$ cat config.mk
export PLATFORM = sky130hd
export DESIGN_NAME = string_escape_decoder_unit
export DESIGN_NICKNAME = d
export VERILOG_FILES = /design/src/hdl/sed_pkg.sv /design/src/hdl/sed_decode.sv /design/src/hdl/sed_out_buf.sv /design/src/hdl/string_escape_decoder_unit.sv
export SDC_FILE = /design/constraint.sdc
export NUM_CORES = 1
export LEC_CHECK = 0
export BUFFER_PORTS_ARGS = -buffer_cell sky130_fd_sc_hd__buf_2
export CELL_PAD_IN_SITES_DETAIL_PLACEMENT = 1
export CELL_PAD_IN_SITES_GLOBAL_PLACEMENT = 1
export CORE_MARGIN = 2
export CORE_UTILIZATION = 27
export DETAILED_ROUTE_END_ITERATION = 6
export GPL_TIMING_DRIVEN = 0
export PLACE_DENSITY_LB_ADDON = 0.15
export SLEW_MARGIN = 20
export SYNTH_ARGS = -nofsm -noshare
export SYNTH_HDL_FRONTEND = slang
export SYNTH_HIERARCHICAL = 1
export SYNTH_SLANG_ARGS = --single-unit
$ cat constraint.sdc
create_clock -name clk_i -period 3.8 [get_ports clk_i]
set_input_delay 0.19 -clock clk_i [delete_from_list [all_inputs] [get_ports clk_i]]
set_output_delay 0.19 -clock clk_i [all_outputs]
set_load 0.1 [all_outputs]
$ cat src/hdl/sed_pkg.sv
package sed_pkg;

  // Escape mode codes
  localparam logic [2:0] ModeIdle    = 3'd0;
  localparam logic [2:0] ModeEsc     = 3'd1;
  localparam logic [2:0] ModeHex     = 3'd2;
  localparam logic [2:0] ModeDec     = 3'd3;
  localparam logic [2:0] ModeZ       = 3'd4;
  localparam logic [2:0] ModeUBrace  = 3'd5;
  localparam logic [2:0] ModeUDigits = 3'd6;

  // Result slots produced by one input byte
  localparam int unsigned MaxResults = 4;
  localparam int unsigned SlotW      = $clog2(MaxResults);
  localparam int unsigned CountW     = $clog2(MaxResults + 1);

  // Characters with special meaning
  localparam logic [7:0] ChBackslash = 8'h5C;
  localparam logic [7:0] ChDquote    = 8'h22;
  localparam logic [7:0] ChSquote    = 8'h27;
  localparam logic [7:0] ChNewline   = 8'h0A;
  localparam logic [7:0] ChCloseBr   = 8'h7D;

  // Decoded results of one request, handed to the output buffer
  typedef struct packed {
    logic [MaxResults-1:0][7:0] bytes;
    logic [CountW-1:0]          count;
    logic                       marker;
    logic                       last;
    logic                       cut;
  } res_t;

  function automatic logic [3:0] hex_value(input logic [7:0] ch);
    logic [3:0] v;
    if (ch >= 8'h30 && ch <= 8'h39) begin
      v = ch[3:0];
    end else if (ch >= 8'h61 && ch <= 8'h66) begin
      v = ch[3:0] + 4'd9;
    end else begin
      // low nibble of ch - 'A' + 10
      v = ch[3:0] + 4'd9;
    end
    return v;
  endfunction

  function automatic logic is_digit(input logic [7:0] ch);
    return ch >= 8'h30 && ch <= 8'h39;
  endfunction

  function automatic logic is_space(input logic [7:0] ch);
    return ch == 8'h20 || ch == 8'h09 || ch == 8'h0A || ch == 8'h0D ||
           ch == 8'h0C || ch == 8'h0B;
  endfunction

endpackage

$ cat src/hdl/sed_decode.sv
module sed_decode (
  input  logic          clk_i,
  input  logic          rst_ni,
  input  logic          step_i,
  input  logic [7:0]    byte_i,
  input  logic          last_i,
  output sed_pkg::res_t res_o
);
  import sed_pkg::*;

  logic [2:0]  mode_q, mode_d;
  logic [31:0] acc_q, acc_d;
  logic [1:0]  cnt_q, cnt_d;

  logic [MaxResults-1:0][7:0] bytes;
  logic [CountW-1:0]          n;
  logic [9:0]                 dec_val;
  logic [1:0]                 cnt_inc;
  logic                       cut;
  logic                       marker;

  always_comb begin
    dec_val = (acc_q[9:0] << 3) + (acc_q[9:0] << 1) + {6'd0, byte_i[3:0]};
    cnt_inc = cnt_q + 2'd1;
  end

  // Decode one byte against the current escape mode
  always_comb begin
    mode_d = mode_q;
    acc_d  = acc_q;
    cnt_d  = cnt_q;
    bytes  = '0;
    n      = '0;
    cut    = 1'b0;
    marker = 1'b0;
    unique case (mode_q)
      ModeEsc: begin
        mode_d = ModeIdle;
        case (byte_i)
          8'h61: begin bytes[0] = 8'd7;  n = CountW'(1); end
          8'h62: begin bytes[0] = 8'd8;  n = CountW'(1); end
          8'h66: begin bytes[0] = 8'd12; n = CountW'(1); end
          8'h6E: begin bytes[0] = 8'd10; n = CountW'(1); end
          8'h72: begin bytes[0] = 8'd13; n = CountW'(1); end
          8'h74: begin bytes[0] = 8'd9;  n = CountW'(1); end
          8'h76: begin bytes[0] = 8'd11; n = CountW'(1); end
          ChBackslash, ChDquote, ChSquote, ChNewline: begin
            bytes[0] = byte_i;
            n = CountW'(1);
          end
          8'h78: begin mode_d = ModeHex; cnt_d = '0; acc_d = '0; end
          8'h7A: mode_d = ModeZ;
          8'h75: mode_d = ModeUBrace;
          default: begin
            if (is_digit(byte_i)) begin
              mode_d = ModeDec;
              acc_d  = {28'd0, byte_i[3:0]};
              cnt_d  = 2'd1;
            end else begin
              bytes[0] = ChBackslash;
              bytes[1] = byte_i;
              n = CountW'(2);
            end
          end
        endcase
      end
      ModeHex: begin
        if (cnt_q == 2'd0) begin
          acc_d = {28'd0, hex_value(byte_i)};
          cnt_d = 2'd1;
        end else begin
          bytes[0] = {acc_q[3:0], hex_value(byte_i)};
          n = CountW'(1);
          mode_d = ModeIdle;
          acc_d  = '0;
          cnt_d  = '0;
        end
      end
      ModeDec: begin
        if (is_digit(byte_i)) begin
          acc_d = {22'd0, dec_val};
          cnt_d = cnt_inc;
          if (cnt_inc == 2'd3) begin
            bytes[0] = dec_val[7:0];
            n = CountW'(1);
            mode_d = ModeIdle;
            acc_d  = '0;
            cnt_d  = '0;
          end
        end else begin
          // flush pending value, then handle the byte as in idle mode
          bytes[0] = acc_q[7:0];
          mode_d = ModeIdle;
          acc_d  = '0;
          cnt_d  = '0;
          if (byte_i == ChBackslash) begin
            mode_d = ModeEsc;
            n = CountW'(1);
          end else begin
            bytes[1] = byte_i;
            n = CountW'(2);
          end
        end
      end
      ModeZ: begin
        if (!is_space(byte_i)) begin
          mode_d = ModeIdle;
          if (byte_i == ChBackslash) begin
            mode_d = ModeEsc;
          end else begin
            bytes[0] = byte_i;
            n = CountW'(1);
          end
        end
      end
      ModeUBrace: begin
        mode_d = ModeUDigits;
        acc_d  = '0;
      end
      ModeUDigits: begin
        if (byte_i == ChCloseBr) begin
          mode_d = ModeIdle;
          acc_d  = '0;
          if (acc_q <= 32'h7F) begin
            bytes[0] = acc_q[7:0];
            n = CountW'(1);
          end else if (acc_q <= 32'h7FF) begin
            bytes[0] = 8'hC0 | acc_q[13:6];
            bytes[1] = 8'h80 | {2'b00, acc_q[5:0]};
            n = CountW'(2);
          end else if (acc_q <= 32'hFFFF) begin
            bytes[0] = 8'hE0 | acc_q[19:12];
            bytes[1] = 8'h80 | {2'b00, acc_q[11:6]};
            bytes[2] = 8'h80 | {2'b00, acc_q[5:0]};
            n = CountW'(3);
          end else begin
            bytes[0] = 8'hF0 | acc_q[25:18];
            bytes[1] = 8'h80 | {2'b00, acc_q[17:12]};
            bytes[2] = 8'h80 | {2'b00, acc_q[11:6]};
            bytes[3] = 8'h80 | {2'b00, acc_q[5:0]};
            n = CountW'(4);
          end
        end else begin
          acc_d = {acc_q[27:0], hex_value(byte_i)};
        end
      end
      default: begin
        mode_d = ModeIdle;
        if (byte_i == ChBackslash) begin
          mode_d = ModeEsc;
        end else begin
          bytes[0] = byte_i;
          n = CountW'(1);
        end
      end
    endcase

    // End of string: flush decimal, flag unfinished escapes, mark empty results, restart
    if (last_i) begin
      if (mode_d == ModeDec) begin
        bytes[0] = acc_d[7:0];
        n = CountW'(1);
      end
      cut = mode_d == ModeEsc || mode_d == ModeHex ||
            mode_d == ModeUBrace || mode_d == ModeUDigits;
      if (n == '0) begin
        marker = 1'b1;
        n = CountW'(1);
      end
      mode_d = ModeIdle;
      acc_d  = '0;
      cnt_d  = '0;
    end
  end

  assign res_o = '{bytes: bytes, count: n, marker: marker, last: last_i, cut: cut};

  // Advance escape state on each decoded request
  always_ff @(posedge clk_i or negedge rst_ni) begin
    if (!rst_ni) begin
      mode_q <= ModeIdle;
      acc_q  <= '0;
      cnt_q  <= '0;
    end else if (step_i) begin
      mode_q <= mode_d;
      acc_q  <= acc_d;
      cnt_q  <= cnt_d;
    end
  end

endmodule

$ cat src/hdl/sed_out_buf.sv
module sed_out_buf (
  input  logic          clk_i,
  input  logic          rst_ni,
  input  logic          load_i,
  input  sed_pkg::res_t res_i,
  output logic          can_load_o,
  output logic [7:0]    out_byte_o,
  output logic          byte_valid_o,
  output logic          out_last_o,
  output logic          cut_short_o,
  output logic          out_valid_o,
  input  logic          out_ready_i
);
  import sed_pkg::*;

  logic [MaxResults-1:0][7:0] bytes_q;
  logic [CountW-1:0]          rem_q;
  logic [SlotW-1:0]           idx_q;
  logic                       marker_q;
  logic                       last_q;
  logic                       cut_q;
  logic                       take;
  logic                       final_slot;

  assign out_valid_o = rem_q != '0;
  assign take        = out_valid_o && out_ready_i;
  assign final_slot  = rem_q == CountW'(1);
  assign can_load_o  = !out_valid_o || (final_slot && out_ready_i);

  assign out_byte_o   = bytes_q[idx_q];
  assign byte_valid_o = !marker_q;
  assign out_last_o   = last_q && final_slot;
  assign cut_short_o  = cut_q && final_slot;

  // Hold the result bytes of one request
  always_ff @(posedge clk_i) begin
    if (load_i) begin
      bytes_q  <= res_i.bytes;
      marker_q <= res_i.marker;
      last_q   <= res_i.last;
      cut_q    <= res_i.cut;
    end
  end

  // Advance through the slots, one per taken result
  always_ff @(posedge clk_i or negedge rst_ni) begin
    if (!rst_ni) begin
      rem_q <= '0;
      idx_q <= '0;
    end else if (load_i) begin
      rem_q <= res_i.count;
      idx_q <= '0;
    end else if (take) begin
      rem_q <= rem_q - CountW'(1);
      idx_q <= idx_q + SlotW'(1);
    end
  end

endmodule

$ cat src/hdl/string_escape_decoder_unit.sv
// A request enters the input register when accepted; its results, if any, move
// into the result buffer once it can load. Throughput: one byte per cycle while
// out_ready_i is high and each byte yields at most one result; a byte yielding
// more (up to four) stalls the input until all but its last result are taken.
// Reset (rst_ni low, asynchronous) clears the escape state and empties both
// the input register and the result buffer.
module string_escape_decoder_unit (
  input  logic       clk_i,
  input  logic       rst_ni,
  input  logic [7:0] in_byte_i,
  input  logic       in_last_i,
  input  logic       in_valid_i,
  output logic       in_ready_o,
  output logic [7:0] out_byte_o,
  output logic       byte_valid_o,
  output logic       out_last_o,
  output logic       cut_short_o,
  output logic       out_valid_o,
  input  logic       out_ready_i
);
  import sed_pkg::*;

  logic       full_q;
  logic [7:0] byte_q;
  logic       last_q;
  logic       can_load;
  logic       move;
  logic       in_take;
  res_t       res;

  assign move       = full_q && can_load;
  assign in_ready_o = !full_q || move;
  assign in_take    = in_valid_i && in_ready_o;

  // Input register: capture one request
  always_ff @(posedge clk_i) begin
    if (in_take) begin
      byte_q <= in_byte_i;
      last_q <= in_last_i;
    end
  end

  always_ff @(posedge clk_i or negedge rst_ni) begin
    if (!rst_ni) begin
      full_q <= 1'b0;
    end else if (in_take) begin
      full_q <= 1'b1;
    end else if (move) begin
      full_q <= 1'b0;
    end
  end

  sed_decode u_decode (
    .clk_i  (clk_i),
    .rst_ni (rst_ni),
    .step_i (move),
    .byte_i (byte_q),
    .last_i (last_q),
    .res_o  (res)
  );

  sed_out_buf u_out_buf (
    .clk_i        (clk_i),
    .rst_ni       (rst_ni),
    .load_i       (move && res.count != '0),
    .res_i        (res),
    .can_load_o   (can_load),
    .out_byte_o   (out_byte_o),
    .byte_valid_o (byte_valid_o),
    .out_last_o   (out_last_o),
    .cut_short_o  (cut_short_o),
    .out_valid_o  (out_valid_o),
    .out_ready_i  (out_ready_i)
  );

endmodule

# After elaboration in Yosys (flattened, before gate mapping)
# Cells that the tools add are included.
[classes]
addsub = 6
mul = 0
div_mod_pow = 0
magnitude_cmp = 6
n_eq_ne = 35
shifts = 0
mux = 75
bitwise_logic = 2
reduce_logical = 38
[ops]
columns = ["cell", "n"]
rows = [
  ["$pmux W32 S5", 1],
  ["$mux W8", 13],
  ["$eq A8 B7 Y1 const B", 12],
  ["$mux W24", 4],
  ["$mux W32", 3],
  ["$pmux W8 S9", 1],
  ["$pmux W32 S2", 1],
  ["$mux W3", 17],
  ["$mux W16", 3],
  ["$pmux W8 S6", 1],
  ["$eq A8 B4 Y1 const B", 5],
  ["$pmux W3 S6", 2],
  ["$le A32 B11 Y1 const B", 1],
  ["$le A32 B16 Y1 const B", 1],
  ["$le A32 B7 Y1 const B", 1],
  ["$eq A8 B6 Y1 const B", 3],
  ["$pmux W8 S3", 1],
  ["$mux W22", 1],
  ["$mux W10", 2],
  ["$mux W2", 10],
  ["$bmux W8 S2", 1],
  ["$eq A3 B3 Y1 const B", 5],
  ["$reduce_or A14 Y1", 1],
  ["$reduce_or A13 Y1", 1],
  ["other kinds (34)", 71],
]
[totals]
regBits = 87
latchBits = 0
ram_bits = 0
romBits = 0
inputBits = 13
output_inout_bits = 13
elab_cells = 179
memories = 0

# Longest topological paths before layout
# Gate-level depths: netlist of the first run.
[logic_depth]
ltp_word = 17
depth_mapped = 18
depth_no_buf = 15

# By module
# The synthesis of the first run kept the hierarchy.
[modules_own_cells]
columns = ["mod", "n_inst", "cells_per_inst", "area_each_um2", "seq_area_each_um2"]
rows = [
  ["sed_decode", 1, 521, 4171.5, 925.9],
  ["sed_out_buf", 1, 84, 1589.0, 1176.1],
  ["string_escape_decoder_unit", 1, 15, 340.3, 295.3],
]

# Worst setup path after synthesis of the first run
# Ideal clock, no wire load.
[synth_path]
path_kind = "reg-to-reg"
startpoint = "reg byte_q[1]"
endpoint = "reg u_out_buf.idx_q[1]"
setup_time_ns = 0.127
arrival_ns = 4.014
required_time_ns = 3.673
path_slack_ns = -0.341
stages_incl_launch_ff = 19
n_path_buf = 4
period_less_slack_ns = 4.141
path_cell_list = "edfxtp_1 -> inv_1 -> ha_1 -> buf_2 -> o21bai_1 -> a21oi_4 -> inv_4 -> buf_2 -> a21oi_1 -> a211o_1 -> ha_1 -> and2_1 -> o2111ai_2 -> buf_4 -> and2_1 -> o31a_2 -> buf_2 -> nor2b_1 -> mux2_1"
[synth_lines]
columns = ["element", "line", "text"]
rows = [
  ["start: declaration", "string_escape_decoder_unit.sv:24", "logic [7:0] byte_q;"],
  ["start signal: assignment", "string_escape_decoder_unit.sv:38", "byte_q <= in_byte_i;"],
  ["end signal: assignment", "sed_out_buf.sv:55", "idx_q <= idx_q + SlotW'(1);"],
  ["end: declaration", "sed_out_buf.sv:18", "logic [SlotW-1:0] idx_q;"],
]

==> results of run 1 <==
-- area by class of cell --
cell class,instances,area (sq um),area share
Multi-Input combinational cell,463,3510,0.478
Sequential cell,87,2400,0.327
Timing Repair Buffer,56,385,0.0525
Tap cell,285,357,0.0486
Buffer,54,305,0.0416
Clock buffer,12,280,0.0382
Inverter,18,70.1,0.00955
Clock inverter,4,31.3,0.00426
-- per-layer routing --
layer  share of wire  routed length [um]  global-route usage
met1            0.47               10500               0.272
met2            0.46               10300               0.300
met3           0.042                 946              0.0263
met4           0.026                 576              0.0679
met5               0                   0                   0
-- sequential cells by signal (all words and copies together), names as in the netlist --
signal              count
byte_q                  8
u_out_buf/marker_q      1
u_out_buf/last_q        1
u_out_buf/rem_q         3
u_decode/cnt_q          2
u_out_buf/cut_q         1
u_out_buf/bytes_q      32
full_q                  1
last_q                  1
u_decode/mode_q         3
u_decode/acc_q         32
u_out_buf/idx_q         2
-- cell usage in the layout, fill, tap and decap left out, drive strengths merged, types with 6 or more instances in the layout --
| master | netlist | routed |
|---|---|---|
| and2 | 20 | 20 |
| inv | 17 | 20 |
| dfrtp | 43 | 43 |
| nor4 | 11 | 11 |
| nand2 | 49 | 49 |
| edfxtp | 44 | 44 |
| o21ai | 32 | 32 |
| mux2i | 7 | 7 |
| a31oi | 12 | 12 |
| a21o | 7 | 7 |
| o22ai | 9 | 9 |
| nand3b | 8 | 8 |
| dlygate4sd3 | 0 | 10 |
| nand3 | 25 | 25 |
| nor2 | 26 | 26 |
| ha | 23 | 23 |
| or3 | 6 | 6 |
| nand2b | 9 | 9 |
| a21oi | 38 | 38 |
| a211oi | 9 | 9 |
| buf | 29 | 76 |
| nor3 | 16 | 16 |
| a32o | 24 | 24 |
| clkbuf | 25 | 36 |
| mux4 | 8 | 8 |
| a22o | 10 | 10 |
| o21bai | 8 | 8 |
-- power breakdown --
part	switching, uW	total [uW]	internal (uW)
Clock	411	943	532
Sequential	121	1380	1260
Combinational	1470	2010	539
Total	2000	4330	2330
-- path summary, 6_finish.rpt --
kind,start,cells past startpoint,end,slack [ns]
max,byte_q[0],17,u_out_buf/bytes_q[2],0.08
min in group asynchronous,rst_ni,2,u_decode/acc_q[29],0.39
min,in_valid_i,2,full_q,0.04
min reg2reg,u_decode/acc_q[29],1,u_decode/acc_q[29],0.54
max in group asynchronous,rst_ni,2,u_out_buf/idx_q[0],2.97
max reg2reg,byte_q[0],17,u_out_buf/bytes_q[2],0.08
-- per-stage QoR --
step / instance area [sq um] / worst slack, ns / total power [uW] / cells / utilization
floorplan: 6120 / 0.00645 / 2850 / 621 / -
global placement: 6600 / -1.17 / 3300 / 931 / 0.294
detailed placement: 6600 / -1.20 / 3320 / 931 / 0.294
CTS: 7190 / 0.00490 / 4350 / 970 / 0.321
global route: 7340 / -0.0555 / 4540 / 979 / 0.327
finish: 7340 / 0.0818 / 4330 / 979 / 0.327
-- cell families after synthesis --
family,count (synthesis),synth area share
simple gates,201,0.182
other cells,1,0.000615
compound gates,207,0.253
flops,87,0.393
fa+ha+maj,26,0.0554
xor+xnor,8,0.0115
mux,18,0.0472
buf+inv,72,0.0576
-- timing repair --
action                                 4_1_cts  5_1_grt
setup endpoints to repair                   48       43
setup buffers                               13        8
hold buffers                                 9        1
pin swaps                                    5        4
gates cloned                                 1        0
endpoints found under the hold margin        9       43
resized for setup                           14       23
==> flow_metrics.py, run 1 <==
metrics = {
    "status": {
        "status": "completed",
    },
    "logic_synthesis": {
        "synth.most_common_cell": "nand2_1",
        "synth_edf_count": 44,
        "synth_area_sq_um": 6100,
        "synth_top_area_share": 0.217,
        "synth.area.top_cells": "edfxtp_1 (22%), dfrtp_1 (18%), ha_1 (4.7%), a32o_1 (3.9%), a21oi_1 (3.0%)",
        "ys_async_sr_fraction": 0.494,
        "ys_top_cells_by_count": "nand2_1 (48), edfxtp_1 (44), dfrtp_1 (43)",
        "synth_largest_area_cell": "edfxtp_1",
        "avgSynthCellArea_sq_um": 9.84,
        "synth_cell_types": 91,
        "yosysSeqAreaShare": 0.393,
        "netlist_instances": 620,
        "ys_warn_count": 6,
        "ys_ff_latch": 87,
        "synth_ff_type": "edfxtp_1",
    },
    "sta": {
        "finalHoldViolations": 0,
        "relSlewSlack": 0.419,
        "tns_ns": 0,
        "max_freq_mhz": 269,
        "fin_skew_ns": 0.0169,
        "setup_viol_count_final": 0,
        "layout_min_cycle_time_ns": 3.72,
        "period_share": 0.978,
        "tightest_slew_ns": 0.864,
        "slew_violations": 0,
        "rsz0062_at_grt": "yes",
        "timing.hold.ws_ns": 0.0378,
    },
    "critical_path": {
        "crit_slowest_cell": "edfxtp_1",
        "critical_path_class": "reg2reg",
        "crit_path_frequent_cell": "buf_4",
        "end_kind": "register",
        "startpoint_type": "register",
        "worstPathArrival_ns": 3.77,
        "crit_chain": "buf_4 > ha_1 > buf_6 > nor3b_2 > nor4_2 > buf_4 > o31a_4 > nand2_1 > a211o_1 > ha_4 > and2_4 > o2111ai_4 > buf_4 > buf_4 > buf_4 > nor4_2 > a41oi_1",
        "slowest_delay_ns": 0.41,
        "path_buf_inv": 6,
        "required_ns": 3.85,
        "critPathMaxFanout": 10,
        "critPathTopFamily": "buffers and inverters",
    },
    "die": {
        "die_area_sq_um": 23800,
        "placementRows": 55,
        "initial_utilization": 0.272,
        "core-area_sq_um": 22400,
        "die_w_um": 154,
        "die_height_um": 154,
        "ios": 26,
    },
    "hold_path": {
        "hold_path_class": "in2reg",
    },
    "grt": {
        "grt_usage": 0.192,
        "antenna_found_initial": 0,
        "grt_overflow": 0,
        "grt_max_degree": 44,
        "grt_pass1_vias": 5663,
        "grt_pass1_wl_um": 34800,
    },
    "final_layout": {
        "drive_gt1_frac": 0.209,
        "areaGrowthSynthToFinish_pct": 20.2,
        "antennaDiodeCount": 0,
        "nFillCells": 2569,
        "fin_nets": 727,
    },
    "job": {
        "drv_cap": 0,
    },
    "clock_network": {
        "clk_path_buf_depth": 2,
        "clock_latency_ns": 0.36,
        "cts_sinks": 87,
        "cts_buffers": 9,
        "cts_tree": "built",
        "cts_htree_levels": 3,
        "path_clk_slew_ns": 0.08,
        "root_buffer": "clkbuf_16",
    },
    "power_and_ir_drop": {
        "vdd_drop_max_uv": 395,
        "p_leak_uw": 0.00287,
        "power.density_nw_per_um2": 590,
    },
    "detailed_routing": {
        "wire_per_inst_um": 22.8,
        "dr.pass1.iters": 5,
        "vias": 5554,
        "drt-initial-drc-count": 432,
        "ant_nets": 0,
        "drc": 0,
        "wirelength_um": 22300,
        "via_per_inst": 5.67,
    },
    "placement": {
        "routabilityCongestion": 0.875,
        "io_buffer_count": 25,
        "dp_hpwl_um": 16500,
    },
}
Note: power is estimated with default switching activity, not from simulation.
==> run 2, diff against run 1 <==
CORE_ASPECT_RATIO = 1.75   (was default)
==> run 2 against run 1 <==
Against the previous run:
- global-route usage grew 1.5 points
- clock skew grew 0.0010 ns
- maximum frequency shrank 1.3%
- non-clock buffer count grew 10
- sequential share of layout area shrank 0.61 points
- critical endpoint is now u_out_buf/bytes_q[1]
- clock power shrank 2.9%
==> flow_metrics.py, run 2 (same netlist as run 1, synthesis figures left out) <==
metrics = {
    "detailed_routing": {
        "wirelength_um": 24000,
        "ant_nets": 0,
        "vias": 5660,
        "dr.pass1.iters": 5,
        "via_per_inst": 5.66,
        "drt-initial-drc-count": 375,
        "wire_per_inst_um": 24.0,
        "drc": 0,
    },
    "hold_path": {
        "hold_path_class": "in2reg",
    },
    "final_layout": {
        "antennaDiodeCount": 0,
        "fin_area_sq_um": 7480,
        "finish.utilization": 0.337,
        "areaGrowthSynthToFinish_pct": 22.5,
        "reg_top3": "u_decode/acc_q x32, u_out_buf/bytes_q x32, byte_q x8",
        "drive_gt1_frac": 0.226,
        "mostFrequentLayoutCell": "nand2_1",
        "final_cell_mix": "nand2_1 (48), edfxtp_1 (44), dfrtp_1 (43), buf_2 (37), a21oi_1 (37)",
        "fin_nets": 737,
    },
    "grt": {
        "antenna_found_initial": 0,
        "grt_pass1_vias": 6093,
        "grt_overflow": 0,
        "grt_pass1_wl_um": 37300,
        "grt_usage": 0.207,
        "grt_max_degree": 44,
    },
    "clock_network": {
        "root_buffer": "clkbuf_16",
        "path_clk_slew_ns": 0.07,
        "cts_buffers": 9,
        "cts_sinks": 87,
        "clk_path_buf_depth": 2,
        "cts_tree": "built",
        "clock_latency_ns": 0.37,
        "cts_htree_levels": 3,
    },
    "critical_path": {
        "critical_path_class": "reg2reg",
        "crit_chain": "buf_4 > buf_6 > ha_4 > nor4_4 > nor4_2 > buf_4 > o31a_4 > nand2_1 > a211o_1 > ha_4 > and2_4 > o2111ai_4 > buf_4 > buf_4 > nor4_2 > a31oi_1",
        "worstPathArrival_ns": 3.83,
        "r2r_setup_slack_ns": 0.03,
        "critPathTopFamily": "simple AND/OR/NAND/NOR gates",
        "startpoint_type": "register",
        "slowest_delay_ns": 0.49,
        "path_buf_inv": 5,
        "required_ns": 3.86,
        "critPathMaxFanout": 6,
        "crit_path_frequent_cell": "buf_4",
        "crit_slowest_cell": "edfxtp_1",
        "end_kind": "register",
    },
    "sta": {
        "rsz0062_at_grt": "no",
        "finalHoldViolations": 0,
        "period_share": 0.991,
        "setup_viol_count_final": 0,
        "layout_min_cycle_time_ns": 3.77,
        "max_freq_mhz": 266,
        "relSlewSlack": 0.353,
        "slew_violations": 0,
        "fin_skew_ns": 0.0179,
        "tightest_slew_ns": 0.963,
    },
    "die": {
        "ios": 26,
        "die_w_um": 118,
        "initial_utilization": 0.275,
        "die_area_sq_um": 23900,
        "placementRows": 72,
        "core-area_sq_um": 22200,
        "die_height_um": 203,
    },
    "placement": {
        "dp_hpwl_um": 18100,
        "postPlaceCellArea_sq_um": 6620,
        "io_buffer_count": 25,
        "routabilityCongestion": 0.933,
    },
    "job": {
        "drv_cap": 0,
    },
    "power_and_ir_drop": {
        "p_leak_uw": 0.00292,
        "power.density_nw_per_um2": 589,
        "vdd_drop_max_uv": 389,
    },
    "status": {
        "status": "completed",
    },
}
[run 2: path summary, 6_finish.rpt]
kind,cells after the start,startpoint,endpoint
setup / recovery,16,byte_q[1],u_out_buf/bytes_q[1]
hold / removal,1,in_byte_i[4],byte_q[4]
setup reg to reg,16,byte_q[1],u_out_buf/bytes_q[1]
hold reg to reg,1,u_decode/acc_q[27],u_decode/acc_q[31]
max in group asynchronous,2,rst_ni,u_decode/mode_q[0]
min in group asynchronous,2,rst_ni,u_decode/acc_q[22]
[run 2: layout make-up]
| cell class | instances | area (sq um) |
|---|---|---|
| Clock inverter | 5 | 58.8 |
| Fill cell | 2574 | 14700 |
| Buffer | 54 | 319 |
| Multi-Input combinational cell | 463 | 3550 |
| Inverter | 18 | 72.6 |
| Clock buffer | 11 | 233 |
| Tap cell | 296 | 370 |
| Sequential cell | 87 | 2400 |
| Timing Repair Buffer | 66 | 470 |
[run 2: timing repair]
| item | 4_1_cts | 5_1_grt |
|---|---|---|
| gates cloned | 1 | 1 |
| hold buffers | 9 | 0 |
| gates resized for setup | 33 | 18 |
| pin swaps | 8 | 8 |
| hold endpoints to repair | 51 | 0 |
| buffers inserted | 22 | 10 |
| endpoints found under the setup margin | 48 | 43 |
[run 2: stage by stage]
stage	hold WS, ns	power (uW)	setup TNS (ns)	setup slack, ns	cells
after detailed placement	0.250	3350	-44.08	-1.32	942
after global routing	0.0160	4620	0	0.00217	1000
after floorplan	-0.106	2850	0	0.00645	621
after global placement	0.369	3310	-41.01	-1.23	942
final	0.0179	4400	0	0.0347	1000
after CTS	0.000854	4400	-0.00417	-0.00417	990
[run 2: per-layer routing]
layer,routed length (um),track usage,part of all wire,vias up
li1,-,-,-,2562
met1,8770,0.216,0.37,2880
met2,13100,0.389,0.54,153
met5,0,0,0,-
met4,1390,0.127,0.058,0
met3,750,0.0258,0.031,65
[run 2: where the power goes]
group	switching, uW	internal, uW
Clock	404	512
Combinational	1510	583
Sequential	129	1260
